==> src/rtl/ssr_pkg.sv <==
// Shared types and constants for the stream substring replace block.
// No dependencies; every other file in rtl imports this package.
`default_nettype none

package ssr_pkg;

    localparam int BYTE_W = 8;
    localparam int CFG_DATA_W = 64;
    localparam int CFG_INDEX_W = 2;

    // Configuration register indexes.
    localparam logic [CFG_INDEX_W-1:0] CFG_PATTERN_LENGTH = 2'd0;
    localparam logic [CFG_INDEX_W-1:0] CFG_PATTERN_BYTES  = 2'd1;
    localparam logic [CFG_INDEX_W-1:0] CFG_REPLACE_LENGTH = 2'd2;
    localparam logic [CFG_INDEX_W-1:0] CFG_REPLACE_BYTES  = 2'd3;

    // One result item as it travels from the control logic to the output buffer.
    typedef struct packed {
        logic [BYTE_W-1:0] data;
        logic              byte_valid;
        logic              last;
    } ssr_result_t;

endpackage

`default_nettype wire

==> src/rtl/ssr_cell.sv <==
// One cell of the search window: holds one byte and compares it with its pattern byte.
// Depends on ssr_pkg for the byte width.
`default_nettype none

module ssr_cell
    import ssr_pkg::*;
(
    input  wire logic              clk,
    input  wire logic              shift,
    input  wire logic              load,
    input  wire logic [BYTE_W-1:0] din,
    input  wire logic [BYTE_W-1:0] nbr,
    input  wire logic [BYTE_W-1:0] pat,
    output logic      [BYTE_W-1:0] dout,
    output logic                   eq_held,
    output logic                   eq_in
);

    logic [BYTE_W-1:0] byte_reg;
    logic [BYTE_W-1:0] byte_next;

    // A load takes the incoming byte; a shift takes the younger neighbor's byte.
    always_comb
    begin
        byte_next = byte_reg;
        if (load)
        begin
            byte_next = din;
        end
        else if (shift)
        begin
            byte_next = nbr;
        end
    end

    always_ff @(posedge clk)
    begin
        byte_reg <= byte_next;
    end

    assign dout    = byte_reg;
    assign eq_held = (byte_reg == pat);
    assign eq_in   = (din == pat);

endmodule

`default_nettype wire

==> src/rtl/ssr_out_buf.sv <==
// Two-entry output buffer that decouples result production from the output stall.
// Depends on ssr_pkg for the result struct.
`default_nettype none

module ssr_out_buf
    import ssr_pkg::*;
(
    input  wire logic        clk,
    input  wire logic        rst_n,
    input  wire logic        push,
    input  wire ssr_result_t push_data,
    output logic             space,
    output logic             out_valid,
    input  wire logic        out_stall,
    output ssr_result_t      out_data
);

    ssr_result_t entry_reg [2];
    logic        wr_ptr_reg;
    logic        wr_ptr_next;
    logic        rd_ptr_reg;
    logic        rd_ptr_next;
    logic [1:0]  count_reg;
    logic [1:0]  count_next;
    logic        pop;

    assign out_valid = (count_reg != 2'd0);
    assign space     = (count_reg != 2'd2);
    assign pop       = out_valid && !out_stall;
    assign out_data  = entry_reg[rd_ptr_reg];

    always_comb
    begin
        wr_ptr_next = push ? !wr_ptr_reg : wr_ptr_reg;
        rd_ptr_next = pop ? !rd_ptr_reg : rd_ptr_reg;
        count_next  = count_reg;
        if (push && !pop)
        begin
            count_next = count_reg + 2'd1;
        end
        else if (pop && !push)
        begin
            count_next = count_reg - 2'd1;
        end
    end

    always_ff @(posedge clk or negedge rst_n)
    begin
        if (!rst_n)
        begin
            wr_ptr_reg <= 1'b0;
            rd_ptr_reg <= 1'b0;
            count_reg  <= 2'd0;
        end
        else
        begin
            wr_ptr_reg <= wr_ptr_next;
            rd_ptr_reg <= rd_ptr_next;
            count_reg  <= count_next;
        end
    end

    always_ff @(posedge clk)
    begin
        if (push)
        begin
            entry_reg[wr_ptr_reg] <= push_data;
        end
    end

endmodule

`default_nettype wire

==> src/rtl/stream_substring_replace_unit.sv <==
// Top level of the streaming substring search-and-replace block.
// Depends on ssr_pkg, ssr_cell and ssr_out_buf.
`default_nettype none

// Usage
// -----
// Source bytes enter one item at a time on the input channel (in_valid, in_stall,
// in_byte, in_last); rewritten bytes leave on the output channel (out_valid, out_stall,
// out_byte, byte_valid, out_last). Every leftmost, non-overlapping occurrence of the
// configured pattern is replaced by the configured replacement, which may be empty.
// The pattern window is a row of byte cells that compare themselves with the pattern
// in parallel, so a match is found in the cycle the completing byte arrives.
// An item that yields at most one result does not stall the input, and items may
// follow back to back while the buffer has space. An item that yields n results
// (a replacement of n bytes, or the flush of the window on the final byte) holds
// the input stalled while the rest go out, one per cycle when the buffer has space.
// Results leave through a two-entry buffer, so each result is registered before it
// reaches the output, and an item can be accepted while an earlier result still waits.
// If the string ends with no byte produced, one result with byte_valid low and
// out_last high marks the end. Reset empties the window and the buffer and loads
// the register defaults (pattern length one, everything else zero). While the
// receiver stalls, results queue in the buffer; once it is full the input stalls.
// Registers are written through cfg_write, cfg_index and cfg_data.

module stream_substring_replace_unit
    import ssr_pkg::*;
#(
    parameter int PATTERN_MAX = 8,
    parameter int REPLACE_MAX = 8
)
(
    input  wire logic                   clk,
    input  wire logic                   rst_n,
    input  wire logic                   cfg_write,
    input  wire logic [CFG_INDEX_W-1:0] cfg_index,
    input  wire logic [CFG_DATA_W-1:0]  cfg_data,
    input  wire logic                   in_valid,
    output logic                        in_stall,
    input  wire logic [BYTE_W-1:0]      in_byte,
    input  wire logic                   in_last,
    output logic                        out_valid,
    input  wire logic                   out_stall,
    output logic      [BYTE_W-1:0]      out_byte,
    output logic                        byte_valid,
    output logic                        out_last
);

    // Window count covers 0..PATTERN_MAX; replacement count covers 0..REPLACE_MAX.
    localparam int CW   = $clog2(PATTERN_MAX + 1);
    localparam int RW   = $clog2(REPLACE_MAX + 1);
    localparam int RIDX = (REPLACE_MAX > 1) ? $clog2(REPLACE_MAX) : 1;

    localparam logic [1:0] MODE_IDLE  = 2'd0;
    localparam logic [1:0] MODE_REP   = 2'd1;
    localparam logic [1:0] MODE_DRAIN = 2'd2;

    // Configuration registers.
    logic [3:0]            pattern_length_reg;
    logic [CFG_DATA_W-1:0] pattern_bytes_reg;
    logic [3:0]            replace_length_reg;
    logic [CFG_DATA_W-1:0] replace_bytes_reg;

    // Control state.
    logic [1:0]      mode_reg;
    logic [1:0]      mode_next;
    logic [CW-1:0]   count_reg;
    logic [CW-1:0]   count_next;
    logic [RIDX-1:0] rep_idx_reg;
    logic [RIDX-1:0] rep_idx_next;
    logic [RW-1:0]   rep_left_reg;
    logic [RW-1:0]   rep_left_next;
    logic            rep_last_reg;
    logic            rep_last_next;

    // Effective lengths after clamping.
    logic [CW-1:0] plen_eff;
    logic [RW-1:0] rlen_eff;

    logic [BYTE_W-1:0] rep_arr [REPLACE_MAX];

    // Cell row.
    logic [BYTE_W-1:0]      cell_q [PATTERN_MAX];
    logic [PATTERN_MAX-1:0] eq_held;
    logic [PATTERN_MAX-1:0] eq_in;
    logic [PATTERN_MAX-1:0] cell_load;
    logic                   cell_shift;

    logic          accept;
    logic          space;
    logic [CW-1:0] newcount;
    logic          hit;
    logic          is_match;
    logic          do_pop;
    logic [BYTE_W-1:0] oldest;

    logic        push;
    ssr_result_t push_data;
    ssr_result_t out_data;

    // ------------------------------------------------------------------
    // Configuration
    // ------------------------------------------------------------------
    always_ff @(posedge clk or negedge rst_n)
    begin
        if (!rst_n)
        begin
            pattern_length_reg <= 4'd1;
            pattern_bytes_reg  <= '0;
            replace_length_reg <= 4'd0;
            replace_bytes_reg  <= '0;
        end
        else if (cfg_write)
        begin
            unique case (cfg_index)
                CFG_PATTERN_LENGTH: pattern_length_reg <= cfg_data[3:0];
                CFG_PATTERN_BYTES:  pattern_bytes_reg  <= cfg_data;
                CFG_REPLACE_LENGTH: replace_length_reg <= cfg_data[3:0];
                CFG_REPLACE_BYTES:  replace_bytes_reg  <= cfg_data;
                default:            ;
            endcase
        end
    end

    // A pattern length of zero acts as one; longer lengths saturate at the window size.
    always_comb
    begin
        if (pattern_length_reg == 4'd0)
        begin
            plen_eff = CW'(1);
        end
        else if (pattern_length_reg > 4'(PATTERN_MAX))
        begin
            plen_eff = CW'(PATTERN_MAX);
        end
        else
        begin
            plen_eff = CW'(pattern_length_reg);
        end
        if (replace_length_reg > 4'(REPLACE_MAX))
        begin
            rlen_eff = RW'(REPLACE_MAX);
        end
        else
        begin
            rlen_eff = RW'(replace_length_reg);
        end
    end

    generate
        for (genvar r = 0; r < REPLACE_MAX; r++)
        begin : g_rep
            assign rep_arr[r] = replace_bytes_reg[BYTE_W*r +: BYTE_W];
        end
    endgenerate

    // ------------------------------------------------------------------
    // Window cells: cell 0 holds the oldest byte. A shift moves every byte one
    // place toward cell 0; the incoming byte is loaded at the first free place.
    // ------------------------------------------------------------------
    generate
        for (genvar k = 0; k < PATTERN_MAX; k++)
        begin : g_cell
            logic [BYTE_W-1:0] nbr;
            if (k == PATTERN_MAX - 1)
            begin : g_end
                assign nbr = in_byte;
            end
            else
            begin : g_mid
                assign nbr = cell_q[k+1];
            end

            ssr_cell u_cell (
                .clk     (clk),
                .shift   (cell_shift),
                .load    (cell_load[k]),
                .din     (in_byte),
                .nbr     (nbr),
                .pat     (pattern_bytes_reg[BYTE_W*k +: BYTE_W]),
                .dout    (cell_q[k]),
                .eq_held (eq_held[k]),
                .eq_in   (eq_in[k])
            );
        end
    endgenerate

    assign in_stall = (mode_reg != MODE_IDLE) || !space;
    assign accept   = in_valid && !in_stall;
    assign newcount = count_reg + CW'(1);
    assign oldest   = (count_reg == '0) ? in_byte : cell_q[0];

    // The window after the push matches when the held bytes and the incoming byte
    // in the next free place all agree with the pattern and the length is exact.
    always_comb
    begin
        hit = 1'b1;
        for (int k = 0; k < PATTERN_MAX; k++)
        begin
            if (CW'(k) < count_reg)
            begin
                hit = hit && eq_held[k];
            end
            else if (CW'(k) == count_reg)
            begin
                hit = hit && eq_in[k];
            end
        end
    end

    assign is_match = (newcount == plen_eff) && hit;
    assign do_pop   = !is_match && ((newcount >= plen_eff) || in_last);

    // ------------------------------------------------------------------
    // Control: emits at most one result per cycle into the output buffer.
    // ------------------------------------------------------------------
    always_comb
    begin
        mode_next     = mode_reg;
        count_next    = count_reg;
        rep_idx_next  = rep_idx_reg;
        rep_left_next = rep_left_reg;
        rep_last_next = rep_last_reg;
        push          = 1'b0;
        push_data     = '{data: '0, byte_valid: 1'b1, last: 1'b0};
        cell_shift    = 1'b0;
        cell_load     = '0;

        unique case (mode_reg)
            MODE_IDLE:
            begin
                if (accept)
                begin
                    if (is_match)
                    begin
                        count_next = '0;
                        if (rlen_eff != '0)
                        begin
                            push           = 1'b1;
                            push_data.data = rep_arr[0];
                            push_data.last = in_last && (rlen_eff == RW'(1));
                            if (rlen_eff != RW'(1))
                            begin
                                mode_next     = MODE_REP;
                                rep_idx_next  = RIDX'(1);
                                rep_left_next = rlen_eff - RW'(1);
                                rep_last_next = in_last;
                            end
                        end
                        else if (in_last)
                        begin
                            // Empty replacement at the end: a bare end marker.
                            push                 = 1'b1;
                            push_data.byte_valid = 1'b0;
                            push_data.last       = 1'b1;
                        end
                    end
                    else if (do_pop)
                    begin
                        push           = 1'b1;
                        push_data.data = oldest;
                        push_data.last = in_last && (count_reg == '0);
                        cell_shift     = 1'b1;
                        for (int k = 0; k < PATTERN_MAX; k++)
                        begin
                            cell_load[k] = (CW'(k + 1) == count_reg);
                        end
                        if (in_last && (count_reg != '0))
                        begin
                            mode_next = MODE_DRAIN;
                        end
                    end
                    else
                    begin
                        count_next = newcount;
                        for (int k = 0; k < PATTERN_MAX; k++)
                        begin
                            cell_load[k] = (CW'(k) == count_reg);
                        end
                    end
                end
            end

            MODE_REP:
            begin
                if (space)
                begin
                    push           = 1'b1;
                    push_data.data = rep_arr[rep_idx_reg];
                    push_data.last = rep_last_reg && (rep_left_reg == RW'(1));
                    rep_idx_next   = rep_idx_reg + RIDX'(1);
                    rep_left_next  = rep_left_reg - RW'(1);
                    if (rep_left_reg == RW'(1))
                    begin
                        mode_next = MODE_IDLE;
                    end
                end
            end

            MODE_DRAIN:
            begin
                if (space)
                begin
                    push           = 1'b1;
                    push_data.data = cell_q[0];
                    push_data.last = (count_reg == CW'(1));
                    cell_shift     = 1'b1;
                    count_next     = count_reg - CW'(1);
                    if (count_reg == CW'(1))
                    begin
                        mode_next = MODE_IDLE;
                    end
                end
            end

            default:
            begin
                mode_next = MODE_IDLE;
            end
        endcase
    end

    always_ff @(posedge clk or negedge rst_n)
    begin
        if (!rst_n)
        begin
            mode_reg     <= MODE_IDLE;
            count_reg    <= '0;
            rep_idx_reg  <= '0;
            rep_left_reg <= '0;
            rep_last_reg <= 1'b0;
        end
        else
        begin
            mode_reg     <= mode_next;
            count_reg    <= count_next;
            rep_idx_reg  <= rep_idx_next;
            rep_left_reg <= rep_left_next;
            rep_last_reg <= rep_last_next;
        end
    end

    // ------------------------------------------------------------------
    // Output buffer
    // ------------------------------------------------------------------
    ssr_out_buf u_out_buf (
        .clk       (clk),
        .rst_n     (rst_n),
        .push      (push),
        .push_data (push_data),
        .space     (space),
        .out_valid (out_valid),
        .out_stall (out_stall),
        .out_data  (out_data)
    );

    assign out_byte   = out_data.data;
    assign byte_valid = out_data.byte_valid;
    assign out_last   = out_data.last;

endmodule

`default_nettype wire
==> config.mk <==
export PLATFORM = sky130hd
export DESIGN_NAME = stream_substring_replace_unit
export DESIGN_NICKNAME = d
export VERILOG_FILES = /design/src/rtl/ssr_pkg.sv /design/src/rtl/ssr_cell.sv /design/src/rtl/ssr_out_buf.sv /design/src/rtl/stream_substring_replace_unit.sv
export SDC_FILE = /design/constraint.sdc
export NUM_CORES = 1
export LEC_CHECK = 0
export BUFFER_PORTS_ARGS = -buffer_cell sky130_fd_sc_hd__buf_2
export CORE_ASPECT_RATIO = 0.7
export CORE_MARGIN = 5
export CORE_UTILIZATION = 55
export CTS_CLUSTER_SIZE = 28
export DETAILED_ROUTE_END_ITERATION = 12
export HOLD_SLACK_MARGIN = 0.15
export PLACE_DENSITY = 0.77
export SYNTH_ARGS = -nofsm -noshare
export SYNTH_HDL_FRONTEND = slang
export SYNTH_SLANG_ARGS = --single-unit
==> constraint.sdc <==
create_clock -name clk -period 3.55 [get_ports clk]
set_clock_uncertainty 0.2 [all_clocks]
set_input_delay 0.355 -clock clk [delete_from_list [all_inputs] [get_ports clk]]
set_output_delay 0.355 -clock clk [all_outputs]
set_load 0.005 [all_outputs]
-- Word-level counts from Yosys, hierarchy flattened
Memories as Yosys holds them, arrays and structs flattened.
Cells that the tools add are included.
- bitwise logic cells: 1
- equal/unequal tests: 48
- order comparisons: 12
- reductions and logical operators: 62
- add/subtract/negate cells: 7
- mux-type cells: 102
- operators with widths (cell ; count):
    2-to-1 mux 8 bit ; 28
    equality test 8 bit ; 16
    2-to-1 mux 4 bit ; 12
    2-to-1 mux 1 bit ; 34
    2-to-1 mux 2 bit ; 13
    nonzero test 2 bit ; 13
    binary-select mux 8 bit (select 3 bit) ; 1
    logical AND 1 bit ; 24
    case mux 8 bit (3 select lines) ; 1
    inequality test 2 bit, second input constant ; 9
    equality test 3 x 4 -> 1 bit, first input constant ; 4
    < comparator 3 x 4 -> 1 bit, first input constant ; 4
    case mux 4 bit (2 select lines) ; 2
    2-to-1 mux 3 bit ; 5
    inequality test 3 bit, second input constant ; 5
    equality test 4 x 1 -> 1 bit, second input constant ; 3
    subtractor 4 x 1 -> 4 bit, second input constant ; 3
    2-to-1 mux 10 bit ; 1
    AND reduction 9 bit ; 1
    equality test 2 x 4 -> 1 bit, first input constant ; 2
    > comparator 4 bit, second input constant ; 2
    zero test 1 bit ; 8
    zero test 4 bit ; 2
    < comparator 1 x 4 -> 1 bit, first input constant ; 2
    other kinds (26) ; 37
- input bits: 80
- memories: 1
- flip-flop bits (word level): 218
- logic and storage cells: 253
- memory bits (writable): 20
- output and inout bits: 12
- memories (name ; depth ; bits a word ; read ports ; clocked after Yosys merged registers in ; wr ports ; RTL line ; source):
    u_out_buf.entry_reg ; 2 ; 10 ; 1 ; 0 ; 1 ; ssr_out_buf.sv:18 ; ssr_result_t entry_reg [2];

-- Logic depth before layout (Yosys ltp)
Gate-level depths: netlist of run 1.
- depth after elaboration: 35
- gate-level depth with buffers: 16
- mapped depth without buffers: 15

-- Hierarchy
Synthesis of run 1 repeated with hierarchy kept, for this count alone.
- cell total of the unflattened synthesis: 979
- area total of the unflattened synthesis: 12943.7 um^2
- by module, submodules not included (module ; instances ; area each (um^2) ; cells each ; sequential area each (um^2)):
    stream_substring_replace_unit ; 1 ; 7617.3 ; 612 ; 3754.9
    ssr_cell ; 8 ; 550.5 ; 40 ; 240.2
    ssr_out_buf ; 1 ; 922.1 ; 47 ; 700.7

-- Least setup slack after synthesis of run 1
Ideal clock, no wire load.
- path type: register to register
- start point: register count_reg[1]
- end point: memory u_out_buf.entry_reg[0][0] in the netlist's numbering (enable)
- path buffers: 1
- period minus slack after synthesis: 3.599 ns
- arrival time: 3.022 ns
- data required time: 2.973 ns
- stages on the path, launching flop included: 12
- setup slack: -0.049 ns
- setup time: 0.377 ns
- path through: dfrtp_1 ha_1 clkbuf_1 xor2_1 ha_1 nand3_1 a21oi_1 a2111oi_0 nor2_1 o41ai_1 a21oi_1 nor2b_1
- cells in the longest elaborated chain, start to end: 33
- elaborated cells on any way between the ends: 59
- classes of those cells: 1 x add/sub; 9 x order compare; 8 x eq/ne; 22 x mux; 19 x reduce/logical
- RTL lines (what ; RTL line ; source):
    start: declaration ; stream_substring_replace_unit.sv:66 ; logic [CW-1:0] count_reg;
    start signal: assignment ; stream_substring_replace_unit.sv:335 ; count_reg <= count_next;
    branches (longest 28 deep; another with < comparator 1 x 4 -> 1 bit) ; -- ;
    2-to-1 mux 1 bit (*) ; stream_substring_replace_unit.sv:233 ; if (is_match)
    2-to-1 mux 1 bit (*) ; stream_substring_replace_unit.sv:231 ; if (accept)
    case mux 1 bit (2 select lines) (*) ; stream_substring_replace_unit.sv:228 ; unique case (mode_reg)
    named net push ; stream_substring_replace_unit.sv:96 ; logic push;
    2-to-1 mux 1 bit (*) ; ssr_out_buf.sv:65 ; if (push)
    2-to-1 mux 1 bit (not written as such) (*) ; ssr_out_buf.sv:67 ; entry_reg[wr_ptr_reg] <= push_data;
    end: declaration ; ssr_out_buf.sv:18 ;
Mark *: on every way through the listed nets, which the timed path passes.

==> metrics.cfg, run 1 <==
[critical_path]
crit_path_cell_trace = dlygate4sd3_1 -> clkbuf_4 -> buf_6 -> xor2_1 -> nor4_1 -> nand3_1 -> a2111oi_4 -> nand4_4 -> buf_12 -> buf_4 -> o2111ai_1 -> a21oi_1 -> a221o_1
cp_slowest_cell = dlygate4sd3_1
timing_worst_setup_path_type = in -> reg
critPathCaptureType = register
startpoint_type = input port
required_ps = 3590
cp_data_arrival_time_ps = 3520
path_max_fanout = 8
slowest_delay_ps = 550

[cells_and_area]
fill_cells = 1482
utilization_pct = 70.19
antenna_cells = 0
fin_nets = 1275
layout-drive-gt1-share_pct = 42.46
final_common_cell = mux2_2
layout_common_cells = 213 x mux2_2, 149 x dfrtp_1, 86 x buf_2
areaGrowthSynthToFinish_pct = 26.76
fin_area_sq_mm = 0.01571

[place]
port_buffers = 91
dp_slack_ps = -251.2
placed_area_sq_mm = 0.01378
hpwl_mm = 26.20
gp_congestion = 0.9604

[clock_network]
cts_tree = yes
ctsRootBufferMaster = clkbuf_16
clk_path_buf_depth = 3
clock_latency_ps = 530
cts.sinks = 238
cts_made_buffers = 24
path_clk_slew_ps = 60
htree_num_levels = 1

[yosys]
synth_ff_type = dfrtp_1
synthAdderAreaFrac_pct = 1.918
synth_xor_area_share_pct = 9.538
syn_avg_cell_area_sq_um = 13.29
ys_seq_area_share_pct = 51.44
synthCells = 933
synth-compound-area-share_pct = 5.713
synth-simple-area-share_pct = 6.671
synth.distinct_cells = 65
yosys_warnings = 0
ys_ff_latch = 238
synth_top_family_by_area = multiplexers
synthMuxAreaShare_pct = 22.58
synth-edff-count = 84
syn-cell-area_sq_mm = 0.01240
synthesis.nets = 1032
postSynth.asyncResetShare_pct = 64.71

[floorplan]
die_x_um = 189.4
core_sq_mm = 0.02239
die-area_sq_mm = 0.02569
pin_count = 92
die_h_um = 135.6
rows = 46
start_util_pct = 55.37

[timing]
setup_violations = 0
fmax_ghz = 0.2872
hold_violations = 0
hold_ws_ps = 170.2
tightest_slew_ps = 1016
period_needed_ps = 3482
drv_slew = 0
post-route-period-util_pct = 98.08
relSlewSlack_pct = 32.24
setup_slack_ps = 68.10

[grt]
busiest_layer = met1
grt.total_usage_pct = 28.61
grt_pass1_vias = 8868
grt_use_met2_pct = 40.83
antenna_found_initial = 1
grt-ovfl-total = 0
grt_pass1_wl_mm = 55.33
grt_use_met1_pct = 42.58
grt_max_degree = 100
grt_use_met3_pct = 10.82

[power_and_ir_drop]
power_mw = 11.52
total_leakage_power_nw = 6.352
vdd_ir_drop_max_uv = 387.5
powerDensity_mw_per_mm2 = 733.2

[drt]
drt_wl_total_mm = 37.04
wl_per_cell_um = 24.99
drc = 0
antenna_left = 0
first_pass_iters = 5
vias_per_cell = 6.009
drt_iter0_drc = 911
vias = 8906

[min_path]
hp-class = in -> reg

[run_status]
status = completed

[job]
max_cap_violations = 0

through the flow:
step / cells / TNS, ps
after floorplan: 933 / 0
after global placement: 1350 / -20080
after detailed placement: 1350 / -22200
after CTS: 1475 / 0
after global routing: 1482 / -96.87
final: 1482 / 0
worst paths after layout:
check                           slack, ps  cells past startpoint                     start                   endpoint
worst min register to register        300                      1     replace_bytes_reg[30]      replace_bytes_reg[30]
worst max-delay path                   70                     13                in_byte[6]  u_out_buf.entry_reg[1][4]
worst max register to register        100                     10  g_cell[1].u_cell.dout[0]  u_out_buf.entry_reg[0][2]
min in group asynchronous             260                      2                     rst_n     u_out_buf.count_reg[0]
max in group asynchronous            2110                      3                     rst_n       replace_bytes_reg[2]
worst min-delay path                  170                      2                in_byte[7]   g_cell[7].u_cell.dout[7]
worst max-delay path: cells and delay by family:
family,cells,cell delay [ps]
buf+inv,5,1280
compound gates,4,1110
simple gates,3,630
xor+xnor,1,150
report_power, final:
part,switching [mW],internal [mW]
sequential,0.781,3.91
clock,1.08,1.48
combinational,2.14,2.12
total,4.00,7.52
synth_stat cells, types with 8 or more instances:
cell type	n	area share [%]
mux2_2	213	19
dfrtp_1	153	31
edfxtp_1	84	20
xor2_1	84	5.9
xnor2_1	51	3.6
nand2_1	41	1.2
clkbuf_1	40	1.2
a21oi_1	24	0.97
nor4_1	21	1.1
ha_1	19	1.9
nor2_1	18	0.54
mux4_2	16	2.9
nand3_1	15	0.61
nand4_1	15	0.76
o21ai_0	13	0.52
inv_1	12	0.36
a221o_1	8	0.65
o2111ai_1	8	0.57
repair_timing:
item,4_1_cts,5_1_grt
endpoints found under the setup margin,18,164
gates resized for setup,2,59
pin swaps,5,21
endpoints found under the hold margin,244,0
hold buffers,80,0
buffers inserted,1,7
cells by family (layout without fill, tap and decap cells):
group	count (synthesis)	count (layout)
buffers and inverters	63	324
DFF	238	238
muxes	233	233
xor gates and xnor gates	135	135
adders and majority gates	19	19
AOI/OAI and AO/OA	95	95
and+or+nand+nor	150	150
per-layer routing:
| layer | share of wire (%) | routed length [um] |
|---|---|---|
| met2 | 42 | 15480 |
| met3 | 12 | 4566 |
| met4 | 1.8 | 669 |
| met1 | 44 | 16310 |
| met5 | 0.035 | 13 |
cell type report:
type                            instances  area, sq um  area share (%)
Multi-Input combinational cell        632         6001           38.19
Clock inverter                          8        101.3          0.6450
Clock buffer                           36        685.7           4.363
Sequential cell                       238         6382           40.62
Inverter                               12        45.04          0.2866
Timing Repair Buffer                  268         2138           13.61
Tap cell                              288        360.3           2.293
Note: power is estimated with default switching activity, not from simulation.
==> run 2, diff against run 1 <==
--- a/config.mk
+++ b/config.mk
@@ -12,7 +12,8 @@
 export CTS_CLUSTER_SIZE = 28
 export DETAILED_ROUTE_END_ITERATION = 12
 export HOLD_SLACK_MARGIN = 0.15
-export PLACE_DENSITY = 0.77
+export PLACE_DENSITY = 0.85
+export SETUP_SLACK_MARGIN = 0.1
 export SYNTH_ARGS = -nofsm -noshare
 export SYNTH_HDL_FRONTEND = slang
 export SYNTH_SLANG_ARGS = --single-unit
==> metrics.cfg, run 2 (synthesized netlist as in run 1, its figures left out) <==
[run_status]
status = completed  ; unchanged

[clock_network]
path_clk_slew_ps = 70  ; was 60 ps
cts_tree = yes  ; unchanged
clock_latency_ps = 550  ; was 530 ps
ctsRootBufferMaster = clkbuf_16  ; unchanged
cts_made_buffers = 24  ; unchanged
htree_num_levels = 1  ; unchanged
cts.sinks = 238  ; unchanged
clk_path_buf_depth = 3  ; unchanged

[power_and_ir_drop]
p_sw_mw = 4.245  ; was 4.004 mW
powerDensity_mw_per_mm2 = 754.3  ; was 733.2 mW/mm^2
p_clk_share_pct = 23.0  ; was 22.2%
combPwrFrac_pct = 37.3  ; was 37.0%
swShare_pct = 35.60  ; was 34.76%
total_leakage_power_nw = 6.413  ; was 6.352 nW
sequentialPowerShare_pct = 39.7  ; was 40.7%
internal-power_mw = 7.681  ; was 7.517 mW
vdd_ir_drop_max_uv = 539.5  ; was 387.5 uV

[place]
hpwl_mm = 26.17  ; was 26.20 mm
placed_area_sq_mm = 0.01379  ; was 0.01378 sq mm
port_buffers = 91  ; unchanged
dp_slack_ps = -113.2  ; was -251.2 ps
gp_congestion = 0.9615  ; was 0.9604

[cells_and_area]
utilization_pct = 70.62  ; was 70.19%
layout-drive-gt1-share_pct = 44.19  ; was 42.46%
final_common_cell = mux2_2  ; unchanged
layout_common_cells = 213 x mux2_2, 145 x dfrtp_1, 100 x buf_4  ; was 213 x mux2_2, 149 x dfrtp_1, 86 x buf_2
fin_nets = 1285  ; was 1275
fill_cells = 1361  ; was 1482
fin_area_sq_mm = 0.01581  ; was 0.01571 sq mm
areaGrowthSynthToFinish_pct = 27.54  ; was 26.76%

[min_path]
hp-class = in -> reg  ; unchanged

[timing]
hold_violations = 0  ; unchanged
drv_slew = 0  ; unchanged
post-route-period-util_pct = 99.83  ; was 98.08%
period_needed_ps = 3544  ; was 3482 ps
setup_slack_ps = 6.115  ; was 68.10 ps
rsz0062_at_grt = yes
setup_violations = 0  ; unchanged
fmax_ghz = 0.2822  ; was 0.2872 GHz
relSlewSlack_pct = 47.66  ; was 32.24%
tightest_slew_ps = 785.1  ; was 1016 ps

[drt]
drt_iter0_drc = 968  ; was 911
vias = 9357  ; was 8906
drc = 0  ; unchanged
wl_per_cell_um = 26.30  ; was 24.99 um
antenna_left = 0  ; unchanged
drt_wl_total_mm = 39.27  ; was 37.04 mm
vias_per_cell = 6.267  ; was 6.009
first_pass_iters = 5  ; unchanged

[floorplan]
die_x_um = 189.4  ; unchanged
core_sq_mm = 0.02239  ; unchanged
rows = 46  ; unchanged
die-area_sq_mm = 0.02569  ; unchanged
start_util_pct = 55.37  ; unchanged
pin_count = 92  ; unchanged
die_h_um = 135.6  ; unchanged

[critical_path]
critPathCaptureType = register  ; unchanged
r2r_slack_ps = 6  ; was 100 ps
required_ps = 3630  ; was 3590 ps
startpoint_type = register  ; was input port
path_max_fanout = 8  ; unchanged
cp_data_arrival_time_ps = 3620  ; was 3520 ps
timing_worst_setup_path_type = reg -> reg  ; was in -> reg

[grt]
antenna_found_initial = 4  ; was 1
grt-ovfl-total = 0  ; unchanged
grt_pass1_wl_mm = 58.99  ; was 55.33 mm
grt.total_usage_pct = 30.40  ; was 28.61%
grt_max_degree = 82  ; was 100
grt_pass1_vias = 9435  ; was 8868

[job]
max_cap_violations = 0  ; unchanged

## run 2: area by class of cell
| cell class | instances | area (sq um) | area share (%) |
|---|---|---|---|
| multi-input combinational | 632 | 6008 | 38.00 |
| clock inverter | 16 | 201.4 | 1.274 |
| sequential | 238 | 6387 | 40.40 |
| tap | 288 | 360.3 | 2.279 |
| inverter | 12 | 47.55 | 0.3007 |
| antenna | 1 | 2.502 | 0.01583 |
| timing repair buffer | 278 | 2147 | 13.58 |
| clock buffer | 28 | 656.9 | 4.154 |
## run 2: repair_timing
| item | 4_1_cts | 5_1_grt |
|---|---|---|
| resized for setup | 24 | 35 |
| setup buffers | 8 | 8 |
| setup endpoints to repair | 160 | 172 |
| endpoints found under the hold margin | 226 | 0 |
| hold buffers | 77 | 0 |
| pin swaps | 6 | 11 |
## run 2: stage by stage
stage / power [mW] / hold WS (ps) / cells / TNS [ps]
6_report: 11.93 / 179.2 / 1493 / 0
3_5_place_dp: 8.622 / 247.1 / 1355 / -4324
2_1_floorplan: 6.963 / -140.6 / 933 / 0
5_1_grt: 12.40 / 163.9 / 1493 / -378.7
4_1_cts: 11.50 / 161.2 / 1484 / 0
3_3_place_gp: 8.484 / 252.3 / 1355 / -1055
## run 2: path summary, 6_finish.rpt
check	endpoint	startpoint	cells after the start
worst max-delay path	g_cell[0].u_cell.dout[3]	g_cell[6].u_cell.dout[5]	10
worst min register to register	u_out_buf.count_reg[1]	u_out_buf.count_reg[1]	1
max in group asynchronous	pattern_bytes_reg[54]	rst_n	3
worst min-delay path	g_cell[7].u_cell.dout[6]	in_byte[6]	2
min in group asynchronous	replace_bytes_reg[16]	rst_n	2
worst max register to register	g_cell[0].u_cell.dout[3]	g_cell[6].u_cell.dout[5]	10
## run 2: power groups by stage
| stage | clock, mW | sequential, mW | combinational (mW) |
|---|---|---|---|
| floorplan | 0 | 4.34 | 2.62 |
| global route | 2.87 | 4.78 | 4.75 |
| global placement | 0 | 4.64 | 3.84 |
| CTS | 2.75 | 4.64 | 4.12 |
| detailed placement | 0 | 4.67 | 3.95 |
| finish | 2.75 | 4.73 | 4.45 |
## run 2: per-layer routing
metal / vias to the layer above / track usage [%] / share of wire, % / wire, um
met3: 94 / 13.11 / 14 / 5431
met5: - / 0 / 0.074 / 29
met2: 616 / 45.68 / 44 / 17110
met4: 6 / 6.867 / 3.0 / 1174
li1: 3945 / - / - / -
met1: 4696 / 41.44 / 40 / 15530
## run 2: critical path: stages (launching register included)
cell and delay [ps]:
edfxtp_1 430, xor2_1 210, nor4_2 380, a21oi_2 150, nor4_1 320, or4b_4 560, buf_6 170, o21ai_4 220
buf_12 190, o21ai_4 120, mux2_2 320
==> run 3, diff against run 2 <==
--- a/config.mk
+++ b/config.mk
@@ -12,7 +12,7 @@
 export CTS_CLUSTER_SIZE = 28
 export DETAILED_ROUTE_END_ITERATION = 12
 export HOLD_SLACK_MARGIN = 0.15
-export PLACE_DENSITY = 0.85
+export PLACE_DENSITY = 0.82
 export SETUP_SLACK_MARGIN = 0.1
 export SYNTH_ARGS = -nofsm -noshare
 export SYNTH_HDL_FRONTEND = slang
==> constraint.sdc (replaced) <==
create_clock -name clk -period 4.35 [get_ports clk]
set_clock_uncertainty 0.2 [all_clocks]
set_input_delay 0.435 -clock clk [delete_from_list [all_inputs] [get_ports clk]]
set_output_delay 0.435 -clock clk [all_outputs]
set_load 0.005 [all_outputs]
==> metrics.cfg, run 3 (synthesized netlist as in run 1, its figures left out) <==
[run_status]
status = completed  ; unchanged

[power_and_ir_drop]
powerDensity_mw_per_mm2 = 607.1  ; was 754.3 mW/mm^2
total_leakage_power_nw = 5.884  ; was 6.413 nW
vdd_ir_drop_max_uv = 496.4  ; was 539.5 uV
power_mw = 8.935  ; was 11.93 mW

[clock_network]
clock_latency_ps = 540  ; was 550 ps
cts_made_buffers = 23  ; was 24
ctsRootBufferMaster = clkbuf_16  ; unchanged
cts_tree = yes  ; unchanged
htree_num_levels = 1  ; unchanged
path_clk_slew_ps = 60  ; was 70 ps
clk_path_buf_depth = 3  ; unchanged
cts.sinks = 238  ; unchanged

[grt]
grt_max_degree = 116  ; was 82
grt_pass1_wl_mm = 54.88  ; was 58.99 mm
grt-ovfl-total = 0  ; unchanged
grt.total_usage_pct = 28.23  ; was 30.40%
grt_pass1_vias = 8710  ; was 9435
antenna_found_initial = 2  ; was 4

[drt]
first_pass_iters = 7  ; was 5
vias_per_cell = 6.188  ; was 6.267
wl_per_cell_um = 25.83  ; was 26.30 um
vias = 8675  ; was 9357
drt_wl_total_mm = 36.22  ; was 39.27 mm
drt_iter0_drc = 1029  ; was 968
antenna_left = 0  ; unchanged
drc = 0  ; unchanged

[critical_path]
startpoint_type = input port  ; was register
critPathCaptureType = register  ; unchanged
path_max_fanout = 11  ; was 8
required_ps = 4340  ; was 3630 ps
timing_worst_setup_path_type = in -> reg  ; was reg -> reg
reg2reg_depth = 12  ; was 10
cp_data_arrival_time_ps = 4020  ; was 3620 ps

[timing]
relSlewSlack_pct = 28.84  ; was 47.66%
post-route-period-util_pct = 92.72
fmax_ghz = 0.2479
drv_slew = 0  ; unchanged
hold_violations = 0  ; unchanged
period_needed_ps = 4033
tns_ps = 0  ; unchanged
setup_violations = 0  ; unchanged
tightest_slew_ps = 1067  ; was 785.1 ps
rsz0062_at_grt = yes  ; unchanged

[floorplan]
die_x_um = 189.4  ; unchanged
pin_count = 92  ; unchanged
start_util_pct = 55.37  ; unchanged
die_h_um = 135.6  ; unchanged
rows = 46  ; unchanged
die-area_sq_mm = 0.02569  ; unchanged
core_sq_mm = 0.02239  ; unchanged

[place]
placed_area_sq_mm = 0.01318  ; was 0.01379 sq mm
hpwl_mm = 24.94  ; was 26.17 mm
gp_congestion = 1.005  ; was 0.9615
port_buffers = 91  ; unchanged

[cells_and_area]
fin_area_sq_mm = 0.01472  ; was 0.01581 sq mm
layout-drive-gt1-share_pct = 36.36  ; was 44.19%
areaGrowthSynthToFinish_pct = 18.72  ; was 27.54%
fin_nets = 1196  ; was 1285
layout_common_cells = 213 x mux2_2, 153 x dfrtp_1, 91 x buf_2  ; was 213 x mux2_2, 145 x dfrtp_1, 100 x buf_4
antenna_cells = 0  ; was 1
final_common_cell = mux2_2  ; unchanged

[min_path]
hp-class = in -> reg  ; unchanged
min_path_cells = 4  ; was 2

[job]
max_cap_violations = 0  ; unchanged

## run 3: changes by cell type in the layout (fill, tap and decap cells not counted), sizes merged, moves of 2 or more
cell         before  now
bufinv            3    1
buf             201  116
dlygate4sd3      77   74
clkinv           10    4
clkbuf           28   36
## run 3: repair_timing
item / CTS / global route
setup endpoints to repair: 0 / 98
resized for setup: 0 / 2
buffers inserted: 0 / 1
endpoints found under the hold margin: 257 / 0
hold buffers: 74 / 0
## run 3: routing by layer
layer,part of all wire (%),global-route usage (%)
met1,43,42.01
met2,43,41.01
met3,12,9.042
met4,2.2,5.783
met5,0,0
## run 3: layout make-up
class | count | area [sq um]
fill | 1543 | 7671
sequential | 238 | 6377
multi-input combinational | 632 | 5776
timing repair buffer | 190 | 1388
clock buffer | 36 | 704.4
tap | 288 | 360.3
clock inverter | 6 | 67.56
inverter | 12 | 45.04
## run 3: critical path: stages
cell,delay (ps)
dlygate4sd3_1,540
buf_2,220
buf_4,190
xor2_1,170
nor4_1,490
a211oi_1,190
a2111oi_4,240
nand4_2,360
o21ai_4,360
and2_1,430
nand2_1,370
## run 3: worst paths after layout
check                                          start                       end  slack, ps
worst max-delay path                      in_byte[7]  g_cell[2].u_cell.dout[6]        320
worst min-delay path                    cfg_index[0]     pattern_length_reg[3]        180
worst max register to register          count_reg[3]  g_cell[2].u_cell.dout[6]        320
worst min register to register  u_out_buf.wr_ptr_reg      u_out_buf.wr_ptr_reg        290
max in group asynchronous                      rst_n     pattern_bytes_reg[44]       2540
min in group asynchronous                      rst_n     replace_bytes_reg[17]        440
## run 3: report_power, final
part           total [mW]  switching [mW]  internal [mW]  leakage [nW]
registers            3.92           0.730           3.19          2.60
logic                2.95            1.54           1.41          2.90
clock network        2.06           0.881           1.18         0.382
total                8.94            3.15           5.79          5.88
## run 3: metrics by stage
step	util [%]	cells	setup slack, ps	hold slack [ps]
2_1_floorplan	-	933	750.8	-60.59
3_5_place_dp	58.89	1284	373.0	280.2
3_3_place_gp	58.89	1284	268.2	272.4
6_report	65.74	1402	316.9	175.9
4_1_cts	65.64	1400	364.2	170.1
5_1_grt	65.74	1402	84.27	190.9
